`config.mk`:
```
export PLATFORM = sky130hd
export DESIGN_NAME = uvs_recip
export DESIGN_NICKNAME = d
export VERILOG_FILES = /design/src/design/uvs_pkg.sv /design/src/design/uvs_recip.sv
export SDC_FILE = /design/constraint.sdc
export NUM_CORES = 1
export LEC_CHECK = 0
export BUFFER_PORTS_ARGS = -buffer_cell sky130_fd_sc_hd__buf_2
export CAP_MARGIN = 5
export CORE_ASPECT_RATIO = 0.75
export CORE_MARGIN = 3
export CORE_UTILIZATION = 30
export DETAILED_ROUTE_END_ITERATION = 7
export GPL_TIMING_DRIVEN = 0
export PLACE_DENSITY = 0.5
export SYNTH_ARGS = -nofsm -noshare
export SYNTH_HDL_FRONTEND = slang
export SYNTH_SLANG_ARGS = --single-unit
```
`constraint.sdc`:
```
create_clock -name clk -period 17.4 [get_ports clk]
set_clock_uncertainty 0.15 [all_clocks]
set_input_delay 2.61 -clock clk [delete_from_list [all_inputs] [get_ports clk]]
set_output_delay 2.61 -clock clk [all_outputs]
set_load 0.1 [all_outputs]
```
`src/design/uvs_pkg.sv`:
```
// uvs_pkg: shared constants and types of the uv sphere vertex generator
// no dependencies; used by uvs_table, uvs_recip and the top level
`default_nettype none

package uvs_pkg;

  localparam int ANGLE_BITS    = 12;
  localparam int QUARTER_UNITS = 1 << (ANGLE_BITS - 2);
  localparam int TAB_DEPTH     = QUARTER_UNITS + 1;
  localparam int TAB_ADDR_BITS = ANGLE_BITS - 1;
  localparam int SINE_BITS     = 15;
  localparam int TRIG_BITS     = 16;

  localparam int COUNT_BITS    = 8;
  localparam int FRAC_BITS     = 18;
  localparam int QUO_BITS      = FRAC_BITS + 1;
  localparam int DIV_STEP      = 3;
  localparam int DIV_CYCLES    = FRAC_BITS / DIV_STEP;

  localparam int REG_INDEX_BITS = 2;
  localparam logic [REG_INDEX_BITS-1:0] REG_RADIUS        = 2'd0;
  localparam logic [REG_INDEX_BITS-1:0] REG_RING_COUNT    = 2'd1;
  localparam logic [REG_INDEX_BITS-1:0] REG_SEGMENT_COUNT = 2'd2;

  typedef logic signed [TRIG_BITS-1:0] trig_t;

  typedef struct packed {
    logic                  rd;
    logic [ANGLE_BITS-1:0] angle;
  } tab_req_t;

endpackage

`default_nettype wire

```
`src/design/uvs_recip.sv`:
```
// uvs_recip: two lanes of fraction division, index over count, several bits a cycle
// depends on uvs_pkg
`default_nettype none

module uvs_recip (
  input  wire logic                                clk,
  input  wire logic                                rst,
  input  wire logic                                start,
  input  wire logic [uvs_pkg::COUNT_BITS-1:0]      ring_num,
  input  wire logic [uvs_pkg::COUNT_BITS-1:0]      ring_den,
  input  wire logic [uvs_pkg::COUNT_BITS-1:0]      seg_num,
  input  wire logic [uvs_pkg::COUNT_BITS-1:0]      seg_den,
  output logic                                     done,
  output logic      [uvs_pkg::QUO_BITS-1:0]        ring_quo,
  output logic      [uvs_pkg::QUO_BITS-1:0]        seg_quo
);

  localparam int CB       = uvs_pkg::COUNT_BITS;
  localparam int QB       = uvs_pkg::QUO_BITS;
  localparam int CNT_BITS = $clog2(uvs_pkg::DIV_CYCLES + 1);

  logic [CB-1:0]       ring_rem;
  logic [CB-1:0]       seg_rem;
  logic [CB-1:0]       ring_d;
  logic [CB-1:0]       seg_d;
  logic                busy;
  logic [CNT_BITS-1:0] cnt;
  logic [CB+QB-1:0]    ring_step;
  logic [CB+QB-1:0]    seg_step;

  function automatic logic [CB+QB-1:0] div_steps(input logic [CB-1:0] rem,
                                                  input logic [CB-1:0] den,
                                                  input logic [QB-1:0] quo);
    logic [CB:0]   r2;
    logic [CB-1:0] r;
    logic [QB-1:0] q;
    r = rem;
    q = quo;
    for (int s = 0; s < uvs_pkg::DIV_STEP; s++) begin
      r2 = {r, 1'b0};
      if (r2 >= {1'b0, den}) begin
        r = CB'(r2 - {1'b0, den});
        q = {q[QB-2:0], 1'b1};
      end else begin
        r = r2[CB-1:0];
        q = {q[QB-2:0], 1'b0};
      end
    end
    return {r, q};
  endfunction

  assign ring_step = div_steps(ring_rem, ring_d, ring_quo);
  assign seg_step = div_steps(seg_rem, seg_d, seg_quo);

  always_ff @(posedge clk) begin
    if (rst) begin
      busy <= 1'b0;
      cnt <= '0;
      done <= 1'b0;
    end else begin
      done <= 1'b0;
      if (start) begin
        busy <= 1'b1;
        cnt <= CNT_BITS'(uvs_pkg::DIV_CYCLES);
        ring_d <= ring_den;
        seg_d <= seg_den;
        ring_rem <= (ring_num == ring_den) ? '0 : ring_num;
        seg_rem <= (seg_num == seg_den) ? '0 : seg_num;
        ring_quo <= QB'(ring_num == ring_den);
        seg_quo <= QB'(seg_num == seg_den);
      end else if (busy) begin
        {ring_rem, ring_quo} <= ring_step;
        {seg_rem, seg_quo} <= seg_step;
        cnt <= cnt - CNT_BITS'(1);
        if (cnt == CNT_BITS'(1)) begin
          busy <= 1'b0;
          done <= 1'b1;
        end
      end
    end
  end

endmodule

`default_nettype wire

```
# Yosys cells after proc, flatten, opt, wreduce, memory -nomap -nowiden
# Index checks and enable logic that the tools add are counted.
# classes
add_sub_neg,7
n_eq_ne,3
reduce_logical,5
n_bitwise,2
magnitude_cmp,6
mux,28
# ops
cell,n
$mux W8,12
$ge A9 B8 Y1,6
$sub A8 B8 Y8,6
$mux W19,2
$eq A8 B8 Y1,2
$mux W1,12
$mux W3,2
$reduce_and A2 Y1,2
$eq A3 B1 Y1 const B,1
$reduce_or A3 Y1,1
$sub A3 B1 Y3 const B,1
$not A1 Y1,2
$reduce_bool A2 Y1,1
$reduce_or A2 Y1,1
# totals
out_inout_bits,39
elab_cells,63
register_bits,75
input_bits,35

# Logic depth before layout (Yosys ltp)
# logic_depth
depth_word,8
depth_mapped,27
mapped_depth_nobuf,24

# Worst setup path before layout
# No wires, ideal clock.
# synth_timing
path_type,input to register
startpoint,in start
endpoint,reg ring_quo[0] (netlist name) (enable)
path_stages,4
setup_slack_ps,11174
t_arrival_ps,5610
setup_time_ps,466
path_cell_list,clkbuf_1 clkbuf_1 nor2_1 nor2_1
# synth_via
elab_chain_len,2
# synth_lines
element,line,source
from (decl),uvs_recip.sv:8,"input wire logic start,"
$reduce_bool A2 Y1 (no line),--,
$reduce_and A2 Y1 (no line),--,
to (signal assigned),uvs_recip.sv:69,ring_quo <= QB'(ring_num == ring_den);
to (signal assigned),uvs_recip.sv:72,"{ring_rem, ring_quo} <= ring_step;"
to (decl),uvs_recip.sv:14,"output logic [uvs_pkg::QUO_BITS-1:0] ring_quo,"
# No other way between the ends.
# A chain may end at the register's enable or synchronous reset.

# Final worst setup path
# layout_timing
startpoint,reg ring_d[1]
endpoint,reg ring_rem[2] (data pin)
# layout_via
elab_chain_len,8
elab_cells_between_ends,11
cone_classes,3 x add/sub; 3 x order compare; 5 x mux
# layout_lines
element,line,source
from (decl),uvs_recip.sv:24,logic [CB-1:0] ring_d;
from (signal assigned),uvs_recip.sv:65,ring_d <= ring_den;
$sub A8 B8 Y8 or $ge A9 B8 Y1 (tied branches),"uvs_recip.sv:42, uvs_recip.sv:41",
$mux W8,uvs_recip.sv:41,"if (r2 >= {1'b0, den}) begin"
$ge A9 B8 Y1 or $sub A8 B8 Y8 (tied branches),"uvs_recip.sv:41, uvs_recip.sv:42",
$mux W8,uvs_recip.sv:41,
$sub A8 B8 Y8 or $ge A9 B8 Y1 (tied branches),"uvs_recip.sv:42, uvs_recip.sv:41",
$mux W8 (*),uvs_recip.sv:41,
$mux W8 (*),uvs_recip.sv:71,end else if (busy) begin
$mux W8 (*),uvs_recip.sv:62,if (start) begin
to (signal assigned),uvs_recip.sv:67,ring_rem <= (ring_num == ring_den) ? '0 : ring_num;
to (signal assigned),uvs_recip.sv:72,
to (decl),uvs_recip.sv:22,logic [CB-1:0] ring_rem;
# Every way passes the cells marked *; elsewhere a longest branch is shown, timed or not. The select of a mux whose other input is x is not followed.

==> flow_results.org <==
** GRT
- Pin count of the biggest net entering global routing :: 22
- Global-route total usage across every layer :: 0.151
- Congestion Overflow GR :: 0
- The via count of the first global-routing pass is 4228.
- The number of antenna violations at the first check in global routing is 1.
- Global-route wire length before repair :: 24.0 mm

** Yosys
- A synthesized cell averages approximately 10 sq um.
- After synthesis, the netlist uses 68 different library cells.
- In this run the cell area of the synthesized design comes to between 0.005 and 0.006 sq mm.
- In this run, synthesis inferred 70 flip-flops with an integrated enable.
- Number of warnings reported in the yosys synthesis log :: 0
- For this run, asynchronously set or reset flops after synthesis account for 0.
- In this run, synthesis produced a sequential element count of 75.
- Net count after synthesis :: ~630
- Synth Instances :: 551
- Synth Flop Type :: edfxtp_1
- Share of the yosys chip area belonging to registers :: 0.387

** Place
- The wire-length estimate of the detail-placed layout is ~12 mm.
- Final estimated routing congestion in global placement :: approximately 0.89
- # port buffers :: between 70 and 80
- Once placement finished, the instance area stood at 0.00645 sq mm.

** Die
- Measured along the x axis, the die boundary spans between 150 and 200 um.
- Area of the die :: 0.0207 sq mm
- After floorplanning, the core was sized to cover 0.0181 sq mm.
- The initial utilization of the core area, before any placement, comes to 0.314.
- In this run the vertical extent of the chip is about 130 um.
- Cell row count :: 42
- Top-Level Pins :: between 70 and 80

** Setup path
- In this design, the largest share of critical-path delay is due to compound AO/OA/AOI/OAI gates.
- Endpoint kind of the worst setup timing path :: register
- Critical path startpoint category :: register
- Flop-to-flop setup slack :: 10500 ps
- Data arrives at the worst endpoint at approximately 7000 ps.
- Slowest Stage Delay on Critical Path :: 440 ps
- Among all stages on the critical path, the largest delay is contributed by nor3_2.
- Most frequent CP cell :: ha_1
- Critical path, cell by cell :: inv_1 -> ha_1 -> nor2b_1 -> o21ai_1 -> a21oi_2 -> o31ai_1 -> buf_2 -> o21ai_0 -> ha_1 -> and4_1 -> a41oi_1 -> o31ai_1 -> nor3_2 -> buf_2 -> mux2_2 -> ha_1 -> a21oi_1 -> a21boi_1 -> o41a_1 -> o22a_1 -> a221oi_2 -> buf_4 -> a221oi_1 -> a221oi_1
- The critical path is of the reg2reg type.
- STA puts the critical path data required time at about 17000 ps.
- In this run the worst path has a maximum fanout of 10.
- Critical Path Stages :: 24
- Measured in cells, the most critical reg-to-reg path has a length of 24.
- Together, buffers and inverters on the worst path number 4.

** Clock network
- Buffers inserted to repair hold after CTS numbered 0.
- Gates resized during post-CTS repair numbered 0.
- For the worst-skew pair, the clock arrives at the later sink with an insertion delay of about 340 ps.
- Clock tree synthesis selected as its root buffer the cell clkbuf_16.
- Counting along the longest clock path gives a buffer depth of 2.
- TritonCTS clock tree :: built
- The H-tree generated during clock tree synthesis spans 3 levels.
- Once the clock tree was built, the setup fixing pass inserted 0 buffers.
- Number of sinks on the clock net :: 75
- Number of buffers added by the clock tree synthesis step :: 9
- After clock tree synthesis, the clock-pin slew on the worst setup and hold paths is about 70 ps.

** Finish
- The area growth from synthesis to layout is 18.9%.
- Once layout is done, the placed cells without fillers occupy 0.00677 sq mm.
- After the last flow step, the layout net total stands at 720.
- Ratio of cells with drive above 1 in the final layout :: 0.276
- Antenna Diode Count :: 0

** STA
- Derived from the worst setup path, the maximum achievable clock frequency is 145 MHz.
- Setup TNS :: 0 ps
- At the pin with the least slew margin, the transition time is 892 ps.
- Headroom to the max-slew limit came out at 0.405.
- RSZ-0062 raised after global routing :: no
- Shortest clock period the worst path allows after layout :: around 6900 ps
- The number of pins with negative max-slew slack in the final report is 0.
- Setup violations remaining at the end of the flow were counted as 0.
- Tcrit/Tclk final :: 0.396
- The number of hold-slack violations in the final timing report is 0.

** Drt
- In this run the remaining antenna-violating nets after routing total 0.
- Remaining DRCs :: 0
- Summed over all layers, the routed wires come to 15.2 mm.
- After detailed routing, the average wire length per cell comes to 17.2 um.
- Initial detailed-routing violation count :: roughly 350
- Vias per std cell :: 5.07
- Across all layers, the routed design uses 4479 vias.
- The first TritonRoute pass finished after 5 iterations.

** Min path
- The worst hold path was traced through 2 stages.
- The worst hold path belongs to the class reg2reg.

** Run status
- Result of the run :: finished, final reports clean

** Run
- Reported max-cap violation count :: 0
==> synth_stat cells (5+ instances only) <==
master    count  area [sq um]
ha_1         46           576
nor3_1        9          45.0
xor2_1       24           210
xnor2_1      21           184
dfxtp_1       5           100
o31ai_1       9          67.6
o211ai_1      5          37.5
or3_1         6          37.5
nor4_1        6          37.5
nor2b_1      38           238
a21oi_1      23           115
nand4_1       8          50.1
nor2_1       29           109
o21ai_0      28           140
buf_4        35           263
o21a_1        6          45.0
mux2_4        6          90.1
edfxtp_1     70          2100
mux2_2       12           135
nand2b_1      6          37.5
o311ai_2      5          81.3
clkbuf_1      6          22.5
nand2_1      40           150
a21o_1        7          52.6
and2_1        5          31.3
inv_1        21          78.8
==> per-stage QoR <==
stage	hold slack (ps)	utilization	worst slack [ps]	instances
floorplan	349	-	11170	551
global placement	385	0.350	9490	865
detailed placement	391	0.356	10550	868
CTS	398	0.373	10540	884
global route	438	0.373	10060	884
finish	392	0.373	10500	884
==> cell families after synthesis <==
kind of cell	synth area share
AOI/OAI and AO/OA	0.163
buffers and inverters	0.0708
DFF	0.387
xor gates and xnor gates	0.0693
and+or+nand+nor	0.158
muxes	0.0438
adders and majority gates	0.108
==> routing by layer <==
metal / part of all wire / global-route usage / vias up
met3: 0.073 / 0.0367 / 16
met1: 0.54 / 0.249 / 2126
met4: 0.0084 / 0.0345 / 2
met2: 0.38 / 0.190 / 157
li1: - / - / 2178
met5: 0.00086 / 0 / -
==> cell usage in the layout, fill, tap and decap left out, types with 3 or more instances in the layout <==
master	Yosys	final
buf_2	4	76
edfxtp_1	70	70
ha_1	46	46
nand2_1	40	40
nor2b_1	38	38
buf_4	35	35
o21ai_0	28	28
nor2_1	29	27
xor2_1	24	24
a21oi_1	23	23
inv_1	21	21
xnor2_1	21	21
mux2_2	12	12
o31ai_1	9	9
nor3_1	9	9
clkbuf_16	0	9
nand4_1	8	8
a21o_1	7	7
clkbuf_1	6	7
or3_1	6	6
o21a_1	6	6
mux2_4	6	6
nand2b_1	6	6
nor4_1	6	6
and2_1	5	5
o211ai_1	5	5
o311ai_2	5	5
dfxtp_1	5	5
a21oi_2	4	4
a41o_1	4	4
or2_2	4	4
a31oi_1	4	4
a41oi_1	3	3
nand3_1	3	3
and3_1	3	3
a211oi_1	3	3
nor3b_1	3	3
buf_16	0	3
==> flip-flops by register name, indices dropped and copies added, names as in the netlist <==
name and count:
cnt 3, ring_rem 8, done 1, busy 1
ring_quo 19, seg_rem 8, seg_quo 19, ring_d 8
seg_d 8
==> path summary, 6_finish.rpt <==
kind | end | from
setup / recovery | ring_rem[2]$_DFFE_PP_ | ring_d[1]$_DFFE_PP_
hold / removal | done$_SDFF_PP0_ | busy$_SDFF_PP0_
setup reg to reg | ring_rem[2]$_DFFE_PP_ | ring_d[1]$_DFFE_PP_
hold reg to reg | done$_SDFF_PP0_ | busy$_SDFF_PP0_
==> tightest hold or removal path: cells and delay by family (launching register included) <==
family | cells | cell delay [ps]
flops | 1 | 360
simple gates | 2 | 140
==> area by class of cell <==
type / count / area (sq um)
buffer: 47 / 320
clock inverter: 6 / 90.1
clock buffer: 10 / 229
tap: 242 / 303
inverter: 22 / 82.6
sequential: 75 / 2200
multi-input combinational: 407 / 3100
timing repair buffer: 75 / 443
fill: 1872 / 11400
Power is left out: the tool's default activity adds up to more than one toggle a clock period on the data nets, which glitch-free logic cannot reach.
